## src/rtl/solenoid_pulse_train_sequencer_macros.svh

```systemverilog
// Assertion helpers shared by the sequencer modules.
// Each expects clk_i and rst_ni in the enclosing module.
`ifndef SOLENOID_PULSE_TRAIN_SEQUENCER_MACROS_SVH
`define SOLENOID_PULSE_TRAIN_SEQUENCER_MACROS_SVH

`ifndef SYNTHESIS

// Same-cycle implication.
`define SPTS_ASSERT_IMP(lbl, ante, cons, msg) \
  lbl: assert property (@(posedge clk_i) disable iff (!rst_ni) (ante) |-> (cons)) \
    else $error(msg);

// Next-cycle implication.
`define SPTS_ASSERT_NXT(lbl, ante, cons, msg) \
  lbl: assert property (@(posedge clk_i) disable iff (!rst_ni) (ante) |=> (cons)) \
    else $error(msg);

`else

`define SPTS_ASSERT_IMP(lbl, ante, cons, msg)
`define SPTS_ASSERT_NXT(lbl, ante, cons, msg)

`endif

`endif

```

## src/rtl/spts_pkg.sv

```systemverilog
package spts_pkg;

  localparam int QUEUE_DEPTH     = 4;
  localparam int QUEUE_DEPTH_MAX = 16;
  localparam int MAX_PULSES      = 10;

  localparam int FILL_W     = $clog2(QUEUE_DEPTH_MAX + 1);
  localparam int OFF_W      = $clog2(QUEUE_DEPTH_MAX);
  localparam int CFG_IDX_W  = 3;
  localparam int CFG_DATA_W = 12;

  localparam logic [9:0]  FULL_DUTY    = 10'd1023;
  localparam logic [6:0]  PERCENT_MAX  = 7'd100;
  // floor(x / 100) == (x * 5243) >> 19 for every x = p * 1023 with p up to 100
  localparam logic [12:0] DIV100_RECIP = 13'd5243;
  localparam int          DIV100_SHIFT = 19;

  typedef enum logic [CFG_IDX_W-1:0] {
    CFG_FIRST_PULSE = 3'd0,
    CFG_LATER_PULSE = 3'd1,
    CFG_GAP         = 3'd2,
    CFG_BOOST       = 3'd3,
    CFG_HOLD_DUTY   = 3'd4
  } cfg_idx_e;

  typedef enum logic {
    OP_TICK    = 1'b0,
    OP_REQUEST = 1'b1
  } op_e;

  typedef enum logic [3:0] {
    PH_IDLE  = 4'b0001,
    PH_BOOST = 4'b0010,
    PH_HOLD  = 4'b0100,
    PH_GAP   = 4'b1000
  } phase_e;

  typedef struct packed {
    logic [7:0]  first_pulse_ms;
    logic [7:0]  later_pulse_ms;
    logic [11:0] gap_ms;
    logic [7:0]  boost_len_ms;
    logic [6:0]  hold_duty_percent;
  } cfg_t;

  localparam cfg_t CFG_RESET = '{
    first_pulse_ms:    8'd30,
    later_pulse_ms:    8'd30,
    gap_ms:            12'd150,
    boost_len_ms:      8'd10,
    hold_duty_percent: 7'd50
  };

  typedef struct packed {
    op_e        operation;
    logic [3:0] pulse_count;
  } item_t;

  typedef struct packed {
    logic [9:0] drive_duty;
    logic       train_active;
    logic       request_dropped;
    logic [2:0] waiting_trains;
  } result_t;

  typedef struct packed {
    logic              push;
    logic [3:0]        push_len;
    logic [FILL_W-1:0] pop_cnt;
  } qcmd_t;

  typedef struct packed {
    logic [FILL_W-1:0] fill;
    logic [3:0]        head_len;
    logic              multi_found;
    logic [OFF_W-1:0]  multi_off;
    logic [3:0]        multi_len;
  } qstat_t;

  // Saturate at 100 %, then scale to full duty with a reciprocal multiply.
  function automatic logic [9:0] hold_duty(input logic [6:0] pct);
    logic [6:0]  p;
    logic [16:0] scaled;
    logic [29:0] prod;
    p      = (pct > PERCENT_MAX) ? PERCENT_MAX : pct;
    scaled = {p, 10'b0} - 17'(p);
    prod   = 30'(scaled) * 30'(DIV100_RECIP);
    return prod[DIV100_SHIFT +: 10];
  endfunction

endpackage

```

## src/rtl/spts_if.sv

```systemverilog
interface spts_in_if;
  logic       valid;
  logic       ready;
  logic       operation;
  logic [3:0] pulse_count;

  modport source (output valid, output operation, output pulse_count, input ready);
  modport sink   (input valid, input operation, input pulse_count, output ready);
endinterface

interface spts_out_if;
  logic       valid;
  logic       ready;
  logic [9:0] drive_duty;
  logic       train_active;
  logic       request_dropped;
  logic [2:0] waiting_trains;

  modport source (output valid, output drive_duty, output train_active,
                  output request_dropped, output waiting_trains, input ready);
  modport sink   (input valid, input drive_duty, input train_active,
                  input request_dropped, input waiting_trains, output ready);
endinterface

interface spts_cfg_if;
  logic                               valid;
  logic                               ready;
  logic [spts_pkg::CFG_IDX_W-1:0]     index;
  logic [spts_pkg::CFG_DATA_W-1:0]    data;

  modport source (output valid, output index, output data, input ready);
  modport sink   (input valid, input index, input data, output ready);
endinterface

```

## src/rtl/spts_queue.sv

```systemverilog
`include "solenoid_pulse_train_sequencer_macros.svh"

module spts_queue #(
  parameter int QueueDepth = spts_pkg::QUEUE_DEPTH
) (
  input  logic             clk_i,
  input  logic             rst_ni,
  input  spts_pkg::qcmd_t  cmd_i,
  output spts_pkg::qstat_t status_o
);

  localparam int AW = (QueueDepth > 1) ? $clog2(QueueDepth) : 1;
  localparam int FW = spts_pkg::FILL_W;
  localparam int OW = spts_pkg::OFF_W;

  logic [3:0]    mem_q [QueueDepth];
  logic [AW-1:0] head_q, head_d;
  logic [FW-1:0] fill_q, fill_d;
  logic [AW-1:0] wr_addr;

  // Sum of a ring index and a value no larger than the depth, folded back into the ring.
  function automatic logic [AW-1:0] wrap(input logic [FW:0] sum);
    logic [FW:0] s;
    s = sum;
    if (s >= (FW+1)'(QueueDepth)) begin
      s = s - (FW+1)'(QueueDepth);
    end
    return AW'(s);
  endfunction

  assign wr_addr = wrap((FW+1)'(head_q) + (FW+1)'(fill_q));
  assign head_d  = wrap((FW+1)'(head_q) + (FW+1)'(cmd_i.pop_cnt));
  assign fill_d  = fill_q + FW'(cmd_i.push) - cmd_i.pop_cnt;

  always_ff @(posedge clk_i) begin
    if (cmd_i.push) begin
      mem_q[wr_addr] <= cmd_i.push_len;
    end
  end

  always_ff @(posedge clk_i or negedge rst_ni) begin
    if (!rst_ni) begin
      head_q <= '0;
      fill_q <= '0;
    end else begin
      head_q <= head_d;
      fill_q <= fill_d;
    end
  end

  // Find the oldest waiting request of more than one pulse.
  always_comb begin
    logic [AW-1:0] pos;
    status_o.fill        = fill_q;
    status_o.head_len    = mem_q[head_q];
    status_o.multi_found = 1'b0;
    status_o.multi_off   = '0;
    status_o.multi_len   = '0;
    for (int i = 0; i < QueueDepth; i++) begin
      pos = wrap((FW+1)'(head_q) + (FW+1)'(i));
      if (!status_o.multi_found && (FW'(i) < fill_q) && (mem_q[pos] > 4'd1)) begin
        status_o.multi_found = 1'b1;
        status_o.multi_off   = OW'(i);
        status_o.multi_len   = mem_q[pos];
      end
    end
  end

  `SPTS_ASSERT_IMP(a_fill_bound, 1'b1, fill_q <= FW'(QueueDepth), "queue fill beyond depth")
  `SPTS_ASSERT_IMP(a_push_room, cmd_i.push, fill_q < FW'(QueueDepth), "push into full queue")
  `SPTS_ASSERT_IMP(a_pop_avail, cmd_i.pop_cnt != '0, !cmd_i.push && (cmd_i.pop_cnt <= fill_q),
                   "pop beyond fill or with push")

endmodule

```

## src/rtl/spts_core.sv

```systemverilog
`include "solenoid_pulse_train_sequencer_macros.svh"

module spts_core #(
  parameter int QueueDepth = spts_pkg::QUEUE_DEPTH,
  parameter int MaxPulses  = spts_pkg::MAX_PULSES
) (
  input  logic              clk_i,
  input  logic              rst_ni,
  input  logic              step_i,
  input  spts_pkg::item_t   item_i,
  input  spts_pkg::cfg_t    cfg_i,
  input  spts_pkg::qstat_t  qstat_i,
  output spts_pkg::qcmd_t   qcmd_o,
  output spts_pkg::result_t result_o
);

  localparam int FW = spts_pkg::FILL_W;

  typedef struct packed {
    spts_pkg::phase_e ph;
    logic [11:0]      rem;
    logic [3:0]       idx;
    logic [3:0]       len;
  } seq_t;

  localparam seq_t SEQ_IDLE = '{ph: spts_pkg::PH_IDLE, rem: '0, idx: '0, len: '0};

  seq_t seq_q, seq_d;

  logic       b, h1, hl, g, e1, emult;
  logic [3:0] req_len;
  logic       need_end, need_next, dropped;
  logic [3:0] nxt_idx;
  logic [FW-1:0] fill_next;

  assign b     = cfg_i.boost_len_ms != '0;
  assign h1    = (cfg_i.first_pulse_ms != '0) && (cfg_i.hold_duty_percent != '0);
  assign hl    = (cfg_i.later_pulse_ms != '0) && (cfg_i.hold_duty_percent != '0);
  assign g     = cfg_i.gap_ms != '0;
  // e1: a one-pulse train has no phase; emult: no train has any phase
  assign e1    = !b && !h1;
  assign emult = e1 && !g && !hl;

  assign req_len = (item_i.pulse_count == 4'd0)         ? 4'd1 :
                   (item_i.pulse_count > 4'(MaxPulses)) ? 4'(MaxPulses) :
                   item_i.pulse_count;

  // Enter the first non-empty phase of a train of n pulses.
  function automatic seq_t start_train(input logic [3:0] n, input spts_pkg::cfg_t c);
    seq_t s;
    logic sb, sh1, shl, sg;
    sb  = c.boost_len_ms != '0;
    sh1 = (c.first_pulse_ms != '0) && (c.hold_duty_percent != '0);
    shl = (c.later_pulse_ms != '0) && (c.hold_duty_percent != '0);
    sg  = c.gap_ms != '0;
    priority if (sb) begin
      s = '{ph: spts_pkg::PH_BOOST, rem: 12'(c.boost_len_ms), idx: 4'd0, len: n};
    end else if (sh1) begin
      s = '{ph: spts_pkg::PH_HOLD, rem: 12'(c.first_pulse_ms), idx: 4'd0, len: n};
    end else if ((n > 4'd1) && sg) begin
      s = '{ph: spts_pkg::PH_GAP, rem: c.gap_ms, idx: 4'd1, len: n};
    end else if ((n > 4'd1) && shl) begin
      s = '{ph: spts_pkg::PH_HOLD, rem: 12'(c.later_pulse_ms), idx: 4'd1, len: n};
    end else begin
      s = SEQ_IDLE;
    end
    return s;
  endfunction

  always_comb begin
    seq_d            = seq_q;
    qcmd_o.push      = 1'b0;
    qcmd_o.push_len  = req_len;
    qcmd_o.pop_cnt   = '0;
    dropped          = 1'b0;
    need_end         = 1'b0;
    need_next        = 1'b0;
    nxt_idx          = seq_q.idx + 4'd1;

    if (step_i) begin
      if (item_i.operation == spts_pkg::OP_TICK) begin
        if (seq_q.ph != spts_pkg::PH_IDLE) begin
          seq_d.rem = (seq_q.rem != '0) ? seq_q.rem - 12'd1 : seq_q.rem;
          if (seq_d.rem == '0) begin
            unique case (seq_q.ph)
              spts_pkg::PH_BOOST: begin
                if ((seq_q.idx == 4'd0) ? h1 : hl) begin
                  seq_d.ph  = spts_pkg::PH_HOLD;
                  seq_d.rem = (seq_q.idx == 4'd0) ? 12'(cfg_i.first_pulse_ms)
                                                  : 12'(cfg_i.later_pulse_ms);
                end else begin
                  need_end = 1'b1;
                end
              end
              spts_pkg::PH_HOLD: begin
                need_end = 1'b1;
              end
              spts_pkg::PH_GAP: begin
                priority if (b) begin
                  seq_d.ph  = spts_pkg::PH_BOOST;
                  seq_d.rem = 12'(cfg_i.boost_len_ms);
                end else if ((seq_q.idx == 4'd0) ? h1 : hl) begin
                  seq_d.ph  = spts_pkg::PH_HOLD;
                  seq_d.rem = (seq_q.idx == 4'd0) ? 12'(cfg_i.first_pulse_ms)
                                                  : 12'(cfg_i.later_pulse_ms);
                end else begin
                  need_end = 1'b1;
                end
              end
              default: begin
              end
            endcase
          end
        end
      end else begin
        if (seq_q.ph == spts_pkg::PH_IDLE) begin
          seq_d = start_train(req_len, cfg_i);
        end else if (qstat_i.fill < FW'(QueueDepth)) begin
          qcmd_o.push = 1'b1;
        end else begin
          dropped = 1'b1;
        end
      end

      // End of a pulse: with no gap, every later pulse of an all-empty kind collapses
      if (need_end) begin
        if (nxt_idx < seq_q.len) begin
          priority if (g) begin
            seq_d = '{ph: spts_pkg::PH_GAP, rem: cfg_i.gap_ms, idx: nxt_idx, len: seq_q.len};
          end else if (b) begin
            seq_d = '{ph: spts_pkg::PH_BOOST, rem: 12'(cfg_i.boost_len_ms), idx: nxt_idx,
                      len: seq_q.len};
          end else if (hl) begin
            seq_d = '{ph: spts_pkg::PH_HOLD, rem: 12'(cfg_i.later_pulse_ms), idx: nxt_idx,
                      len: seq_q.len};
          end else begin
            need_next = 1'b1;
          end
        end else begin
          need_next = 1'b1;
        end
      end

      // Train done: drop empty waiting trains and start the first one with a phase
      if (need_next) begin
        seq_d = SEQ_IDLE;
        priority if (!e1) begin
          if (qstat_i.fill != '0) begin
            qcmd_o.pop_cnt = FW'(1);
            seq_d          = start_train(qstat_i.head_len, cfg_i);
          end
        end else if (!emult && qstat_i.multi_found) begin
          qcmd_o.pop_cnt = FW'(qstat_i.multi_off) + FW'(1);
          seq_d          = start_train(qstat_i.multi_len, cfg_i);
        end else begin
          qcmd_o.pop_cnt = qstat_i.fill;
        end
      end
    end
  end

  assign fill_next = qstat_i.fill + FW'(qcmd_o.push) - qcmd_o.pop_cnt;

  always_comb begin
    unique case (seq_d.ph)
      spts_pkg::PH_BOOST: result_o.drive_duty = spts_pkg::FULL_DUTY;
      spts_pkg::PH_HOLD:  result_o.drive_duty = spts_pkg::hold_duty(cfg_i.hold_duty_percent);
      default:            result_o.drive_duty = '0;
    endcase
    result_o.train_active    = seq_d.ph != spts_pkg::PH_IDLE;
    result_o.request_dropped = dropped;
    result_o.waiting_trains  = 3'(fill_next);
  end

  always_ff @(posedge clk_i or negedge rst_ni) begin
    if (!rst_ni) begin
      seq_q <= SEQ_IDLE;
    end else if (step_i) begin
      seq_q <= seq_d;
    end
  end

  `SPTS_ASSERT_IMP(a_rem_live, seq_q.ph != spts_pkg::PH_IDLE, seq_q.rem != '0,
                   "running phase with nothing left")
  `SPTS_ASSERT_IMP(a_idle_empty, seq_q.ph == spts_pkg::PH_IDLE, qstat_i.fill == '0,
                   "requests waiting while idle")
  `SPTS_ASSERT_IMP(a_idx_range, seq_q.ph != spts_pkg::PH_IDLE, seq_q.idx < seq_q.len,
                   "pulse index beyond train length")

endmodule

```

## src/rtl/solenoid_pulse_train_sequencer.sv

```systemverilog
// Solenoid pulse-train sequencer. Each input item is a one-millisecond tick or a
// pulse-train request, and gives exactly one result; a new item is taken every
// cycle while the result register is free or being drained, so one item per
// cycle is sustained. Every item passes an input register, one step of the
// phase/queue update, then the result register. Requests arriving while a
// train runs wait in a QueueDepth-entry queue and are refused with
// request_dropped when it is full. Configuration writes are always taken at
// once and are meant for when no request is in flight.
module solenoid_pulse_train_sequencer #(
  parameter int QueueDepth = spts_pkg::QUEUE_DEPTH,
  parameter int MaxPulses  = spts_pkg::MAX_PULSES
) (
  input  logic        clk_i,
  input  logic        rst_ni,
  spts_cfg_if.sink    cfg_i,
  spts_in_if.sink     in_i,
  spts_out_if.source  out_o
);

  spts_pkg::cfg_t    cfg_q;
  spts_pkg::item_t   item_q;
  spts_pkg::result_t result_d, result_q;
  spts_pkg::qcmd_t   qcmd;
  spts_pkg::qstat_t  qstat;
  logic              in_valid_q;
  logic              out_valid_q;
  logic              step;

  assign cfg_i.ready = 1'b1;

  always_ff @(posedge clk_i or negedge rst_ni) begin
    if (!rst_ni) begin
      cfg_q <= spts_pkg::CFG_RESET;
    end else if (cfg_i.valid) begin
      unique case (cfg_i.index)
        spts_pkg::CFG_FIRST_PULSE: cfg_q.first_pulse_ms    <= cfg_i.data[7:0];
        spts_pkg::CFG_LATER_PULSE: cfg_q.later_pulse_ms    <= cfg_i.data[7:0];
        spts_pkg::CFG_GAP:         cfg_q.gap_ms            <= cfg_i.data;
        spts_pkg::CFG_BOOST:       cfg_q.boost_len_ms      <= cfg_i.data[7:0];
        spts_pkg::CFG_HOLD_DUTY:   cfg_q.hold_duty_percent <= cfg_i.data[6:0];
        default: begin
        end
      endcase
    end
  end

  // Advance when an item is held and the result slot is free or draining
  assign step       = in_valid_q && (!out_valid_q || out_o.ready);
  assign in_i.ready = !in_valid_q || step;

  always_ff @(posedge clk_i or negedge rst_ni) begin
    if (!rst_ni) begin
      in_valid_q <= 1'b0;
    end else if (in_i.ready) begin
      in_valid_q <= in_i.valid;
    end
  end

  always_ff @(posedge clk_i) begin
    if (in_i.valid && in_i.ready) begin
      item_q.operation   <= spts_pkg::op_e'(in_i.operation);
      item_q.pulse_count <= in_i.pulse_count;
    end
  end

  spts_core #(
    .QueueDepth (QueueDepth),
    .MaxPulses  (MaxPulses)
  ) u_core (
    .clk_i    (clk_i),
    .rst_ni   (rst_ni),
    .step_i   (step),
    .item_i   (item_q),
    .cfg_i    (cfg_q),
    .qstat_i  (qstat),
    .qcmd_o   (qcmd),
    .result_o (result_d)
  );

  spts_queue #(
    .QueueDepth (QueueDepth)
  ) u_queue (
    .clk_i    (clk_i),
    .rst_ni   (rst_ni),
    .cmd_i    (qcmd),
    .status_o (qstat)
  );

  always_ff @(posedge clk_i or negedge rst_ni) begin
    if (!rst_ni) begin
      out_valid_q <= 1'b0;
    end else if (step) begin
      out_valid_q <= 1'b1;
    end else if (out_o.ready) begin
      out_valid_q <= 1'b0;
    end
  end

  always_ff @(posedge clk_i) begin
    if (step) begin
      result_q <= result_d;
    end
  end

  assign out_o.valid           = out_valid_q;
  assign out_o.drive_duty      = result_q.drive_duty;
  assign out_o.train_active    = result_q.train_active;
  assign out_o.request_dropped = result_q.request_dropped;
  assign out_o.waiting_trains  = result_q.waiting_trains;

endmodule
```

## src/flat_wrapper.sv

```systemverilog
// flat-port wrapper written by rule: the top's interface ports become plain ports
module solenoid_pulse_train_sequencer_flat 
#(
  parameter int QueueDepth = spts_pkg::QUEUE_DEPTH,
  parameter int MaxPulses  = spts_pkg::MAX_PULSES
)
  (clk_i, rst_ni, cfg_i_valid, cfg_i_index, cfg_i_data, cfg_i_ready, in_i_valid, in_i_operation, in_i_pulse_count, in_i_ready, out_o_valid, out_o_drive_duty, out_o_train_active, out_o_request_dropped, out_o_waiting_trains, out_o_ready);
  spts_cfg_if cfg_i_i ();
  spts_in_if in_i_i ();
  spts_out_if out_o_i ();
  input  logic clk_i;
  input  logic rst_ni;
  input wire logic [$bits(cfg_i_i.valid)-1:0] cfg_i_valid;
  input wire logic [$bits(cfg_i_i.index)-1:0] cfg_i_index;
  input wire logic [$bits(cfg_i_i.data)-1:0] cfg_i_data;
  output wire logic [$bits(cfg_i_i.ready)-1:0] cfg_i_ready;
  input wire logic [$bits(in_i_i.valid)-1:0] in_i_valid;
  input wire logic [$bits(in_i_i.operation)-1:0] in_i_operation;
  input wire logic [$bits(in_i_i.pulse_count)-1:0] in_i_pulse_count;
  output wire logic [$bits(in_i_i.ready)-1:0] in_i_ready;
  output wire logic [$bits(out_o_i.valid)-1:0] out_o_valid;
  output wire logic [$bits(out_o_i.drive_duty)-1:0] out_o_drive_duty;
  output wire logic [$bits(out_o_i.train_active)-1:0] out_o_train_active;
  output wire logic [$bits(out_o_i.request_dropped)-1:0] out_o_request_dropped;
  output wire logic [$bits(out_o_i.waiting_trains)-1:0] out_o_waiting_trains;
  input wire logic [$bits(out_o_i.ready)-1:0] out_o_ready;
  assign cfg_i_i.valid = cfg_i_valid;
  assign cfg_i_i.index = cfg_i_index;
  assign cfg_i_i.data = cfg_i_data;
  assign cfg_i_ready = cfg_i_i.ready;
  assign in_i_i.valid = in_i_valid;
  assign in_i_i.operation = in_i_operation;
  assign in_i_i.pulse_count = in_i_pulse_count;
  assign in_i_ready = in_i_i.ready;
  assign out_o_valid = out_o_i.valid;
  assign out_o_drive_duty = out_o_i.drive_duty;
  assign out_o_train_active = out_o_i.train_active;
  assign out_o_request_dropped = out_o_i.request_dropped;
  assign out_o_waiting_trains = out_o_i.waiting_trains;
  assign out_o_i.ready = out_o_ready;
  solenoid_pulse_train_sequencer #(.QueueDepth(QueueDepth), .MaxPulses(MaxPulses)) u_core (.clk_i(clk_i), .rst_ni(rst_ni), .cfg_i(cfg_i_i), .in_i(in_i_i), .out_o(out_o_i));
endmodule
```

## config.mk

```make
export PLATFORM = sky130hd
export DESIGN_NAME = solenoid_pulse_train_sequencer_flat
export DESIGN_NICKNAME = d
export VERILOG_FILES = /design/src/rtl/spts_pkg.sv /design/src/rtl/spts_if.sv /design/src/rtl/spts_queue.sv /design/src/rtl/spts_core.sv /design/src/rtl/solenoid_pulse_train_sequencer.sv /design/src/flat_wrapper.sv
export VERILOG_INCLUDE_DIRS = /design/src /design/src/rtl
export SDC_FILE = /design/constraint.sdc
export NUM_CORES = 1
export LEC_CHECK = 0
export BUFFER_PORTS_ARGS = -buffer_cell sky130_fd_sc_hd__buf_2
export CAP_MARGIN = 20
export CORE_MARGIN = 8
export CORE_UTILIZATION = 45
export CTS_BUF_LIST = sky130_fd_sc_hd__clkbuf_2 sky130_fd_sc_hd__clkbuf_4 sky130_fd_sc_hd__clkbuf_8
export DETAILED_ROUTE_END_ITERATION = 10
export PLACE_DENSITY = 0.72
export SETUP_SLACK_MARGIN = 0.1
export SYNTH_ARGS = -nofsm -noshare
export SYNTH_HDL_FRONTEND = slang
export SYNTH_SLANG_ARGS = --single-unit
export TNS_END_PERCENT = 10
```

## constraint.sdc

```tcl
create_clock -name clk_i -period 7.48 [get_ports clk_i]
set_input_delay 1.122 -clock clk_i [delete_from_list [all_inputs] [get_ports clk_i]]
set_output_delay 1.122 -clock clk_i [all_outputs]
set_load 0.01 [all_outputs]
```

==> results by group <==
Run status
  – Outcome: complete, no violations

Place
  – Port buffer count: 41
  – DP HPWL: 23.5 mm
  – Pre-CTS setup slack: -68.1 ps
  – Placer Congestion: roughly 0.95

Critical path
  – Cell mode on critical path: fa_1
  – Number of cells on the worst reg-to-reg path: 30
  – R2R Setup Slk: 530 ps
  – Crit Reg-Reg Endpoint: u_core.out_o.drive_duty[9]
  – Crit path launch type: flip-flop
  – Max stage delay on crit path: 630 ps
  – Req. time, crit path: 7660 ps
  – CP arrival: 7130 ps
  – Worst-path fanout max: 7
  – Crit end category: flip-flop
  – Worst R2R Start: u_core.cfg_q[1]
  – Setup CP Type: flip-flop to flip-flop
  – Critical path's slowest cell: dfstp_2

Clock tree
  – Number of H-tree levels: 3
  – Clk root buf: clkbuf_8
  – Total clock sinks: 112
  – Clock Latency Late Sink: about 400 ps
  – CTS buffer count: 9
  – CTS max path bufs: 2
  – # hold bufs at CTS: 0
  – CTS tree: yes
  – Clock transition at the registers of the reported paths: 130 ps

STA
  – Setup_tns: 0 ps
  – Final Hold Fails: 0
  – Slew margin rel.: 26.5%
  – Tightest Pin Transition: 1100 ps
  – Final Setup Violations: 0
  – Fin. max-slew vios: 0
  – Fin worst setup slack: about 530 ps
  – Peak Freq: 144 MHz
  – Period Utilization, post-route: 92.9%
  – Min Tclk post-route: 6950 ps
  – Setup Skew: 17.7 ps
  – RSZ-0062 raised after global routing: false

Final layout
  – Most frequent cells in the layout: inv_1 (198), ha_1 (124), fa_1 (78), a21oi_1 (69)
  – ANT cells: 0
  – Final nets: roughly 1500
  – Area occupied by multi-input gates: 7790 µm²
  – Sequential cell area: 3010 µm²
  – Layout cell share with drive strength beyond 1: 16.2%
  – Area growth syn-to-layout: 7.92%
  – Fill count: 2412
  – Commonest non-fill, non-tap cell in the layout: inv_1

Routing
  – Post-route ant nets: 0
  – Via Count: 9314
  – Initial DRC Count: 921
  – Wire per inst: 18.6 µm
  – DR DRC count: 0
  – Vias per inst: 5.80
  – Final wirelength: 30.0 mm
  – Drt first pass iters: 7

Synth
  – Multiplexer share of the synthesized area: 8.46%
  – Avg Cell Area, Syn: 9.47 µm²
  – Synthesized flop and latch total: 112
  – Largest area contributor in the netlist: ha_1
  – Cell count after synthesis: between 1000 and 1500
  – Synth top area cells: ha_1 (13%), fa_1 (13%), dfrtp_1 (12%), edfxtp_1 (9.3%), inv_1 (6.4%)
  – EDFF count, synth: 36
  – Top cell type's share of synthesized area: 13.4%
  – Synth Warn #: 0
  – Simple-gate share of the synthesized area: approximately 13%
  – Netlist cell types: 85
  – Post-Synth XOR/XNOR Area: 2.63%
  – Largest family of logic cells by synthesized area: adder cells
  – Synth Area in Compound Gates: 15.3%
  – Async S/R FF share, synth: 67.9%
  – Synth Area in Adders: 26.9%
  – Mapped Area: about 12000 µm²
  – Sequential area share after synthesis: 25.7%
  – Synth Net Count: 1461
  – Synth Flop Type: dfrtp_1

GRT
  – GRT Overall Usage: roughly 20%
  – Vias in the first global route: roughly 9400
  – Gr ovfl total: 0
  – Largest net degree at the start of global routing: 77
  – Initial antenna violation count: 1
  – First-pass GRT wire length: between 40 and 50 mm

Min path
  – Hold Path Stages: 1
  – HP Class: flip-flop to flip-flop
  – Hold endpoint: u_core.out_o.valid
  – Critical hold path startpoint: u_core.in_valid_q

Floorplan
  – Horiz. Die Dim: 177 µm
  – Initial Utilization: 45.3%
  – Core outline area: 25800 µm²
  – Die Y: between 150 and 200 µm
  – Die ar.: 31400 µm²
  – I/O pin cnt: 43
  – Row cnt: 59

Flow run
  – Maxcap violations: 0
==> Yosys cell counts, drive strengths merged (6+ instances only) <==
| cell type | count |
|---|---|
| a22o | 6 |
| nand3 | 24 |
| inv | 202 |
| dfrtp | 58 |
| clkbuf | 33 |
| mux2i | 21 |
| dfstp | 18 |
| xor2 | 9 |
| nor4 | 25 |
| nand4 | 8 |
| o21ai | 55 |
| fa | 78 |
| mux4 | 9 |
| a21oi | 73 |
| a21o | 30 |
| o22ai | 12 |
| nor2 | 70 |
| a221oi | 7 |
| buf | 12 |
| a211oi | 14 |
| o211ai | 7 |
| and2 | 7 |
| or2 | 6 |
| nor3 | 22 |
| nand2b | 9 |
| ha | 125 |
| edfxtp | 36 |
| or3 | 12 |
| xnor2 | 26 |
| nand2 | 68 |
| mux2 | 51 |
| a31oi | 20 |
==> worst max path at each step <==
stage | start | endpoint | slack [ps] | depth (start not counted)
after global routing | u_core.cfg_q[1] | u_core.out_o.drive_duty[8] | 100 | 30
after CTS | u_core.cfg_q[1] | u_core.out_o.drive_duty[7] | 140 | 29
after detailed placement | u_core.cfg_q[1] | u_core.out_o.drive_duty[7] | -70 | 29
after floorplan | u_core.cfg_q[1] | u_core.out_o.drive_duty[8] | 490 | 29
final | u_core.cfg_q[1] | u_core.out_o.drive_duty[9] | 530 | 30
after global placement | u_core.cfg_q[1] | u_core.out_o.drive_duty[9] | 130 | 29
==> area by class of cell <==
cell class	count	area share [%]
clock buffer	9	0.983
clock inverter	7	0.725
inverter	202	6.02
multi-input combinational	874	61.8
sequential	112	23.9
tap	335	3.33
timing repair buffer	68	3.29
==> cell families after synthesis <==
kind of cell | Yosys count
simple gates | 278
compound gates | 275
buf+inv | 247
fa+ha+maj | 204
flops | 112
mux | 81
xor+xnor | 35
other cells | 1
==> sequential cells by signal (all words and copies together) (netlist names) <==
register / count
u_core.cfg_q: 43
u_core.u_queue.head_q: 2
u_core.out_o.drive_duty: 10
u_core.out_o.train_active: 1
u_core.u_queue.fill_q: 5
u_core.out_o.valid: 1
u_core.u_queue.mem_q: 16
u_core.u_core.seq_q: 24
u_core.item_q: 5
u_core.out_o.waiting_trains: 3
u_core.out_o.request_dropped: 1
u_core.in_valid_q: 1
==> routing by layer <==
metal | global-route usage [%] | vias to the layer above | wire length [µm] | part of all wire, %
met5 | 0 | - | 0 | 0
met4 | 6.55 | 0 | 792 | 2.6
met3 | 2.75 | 49 | 1940 | 6.5
met1 | 27.2 | 4488 | 13500 | 45
li1 | - | 4389 | - | -
met2 | 31.0 | 388 | 13700 | 46
==> metrics by stage <==
| step | cell area [µm²] | hold slack [ps] | util (%) | std cells |
|---|---|---|---|---|
| after detailed placement | 12300 | 477 | 47.6 | 1585 |
| after floorplan | 11700 | 457 | - | 1233 |
| final | 12600 | 509 | 48.9 | 1607 |
| after CTS | 12500 | 510 | 48.5 | 1601 |
| after global placement | 12300 | 474 | 47.6 | 1585 |
| after global routing | 12600 | 544 | 48.9 | 1607 |
==> critical path: cells and delay by family, from the launching register on <==
kind                     cells  cell delay [ps]
AND/OR/NAND/NOR              7             1060
adder cells (fa/ha/maj)      7             2870
AO/OA/AOI/OAI                8             1370
flip-flops                   1              630
XOR/XNOR                     2              230
buffers and inverters        6              550
==> timing repair <==
action                                  CTS  global route
resized for setup                         2            17
cloned                                    0             0
buffers inserted                          0             4
endpoints found under the setup margin    3             8
pin swaps                                 0             4
Power is left out: the tool's default activity adds up to more than one toggle a clock period on the data nets, which glitch-free logic cannot reach.
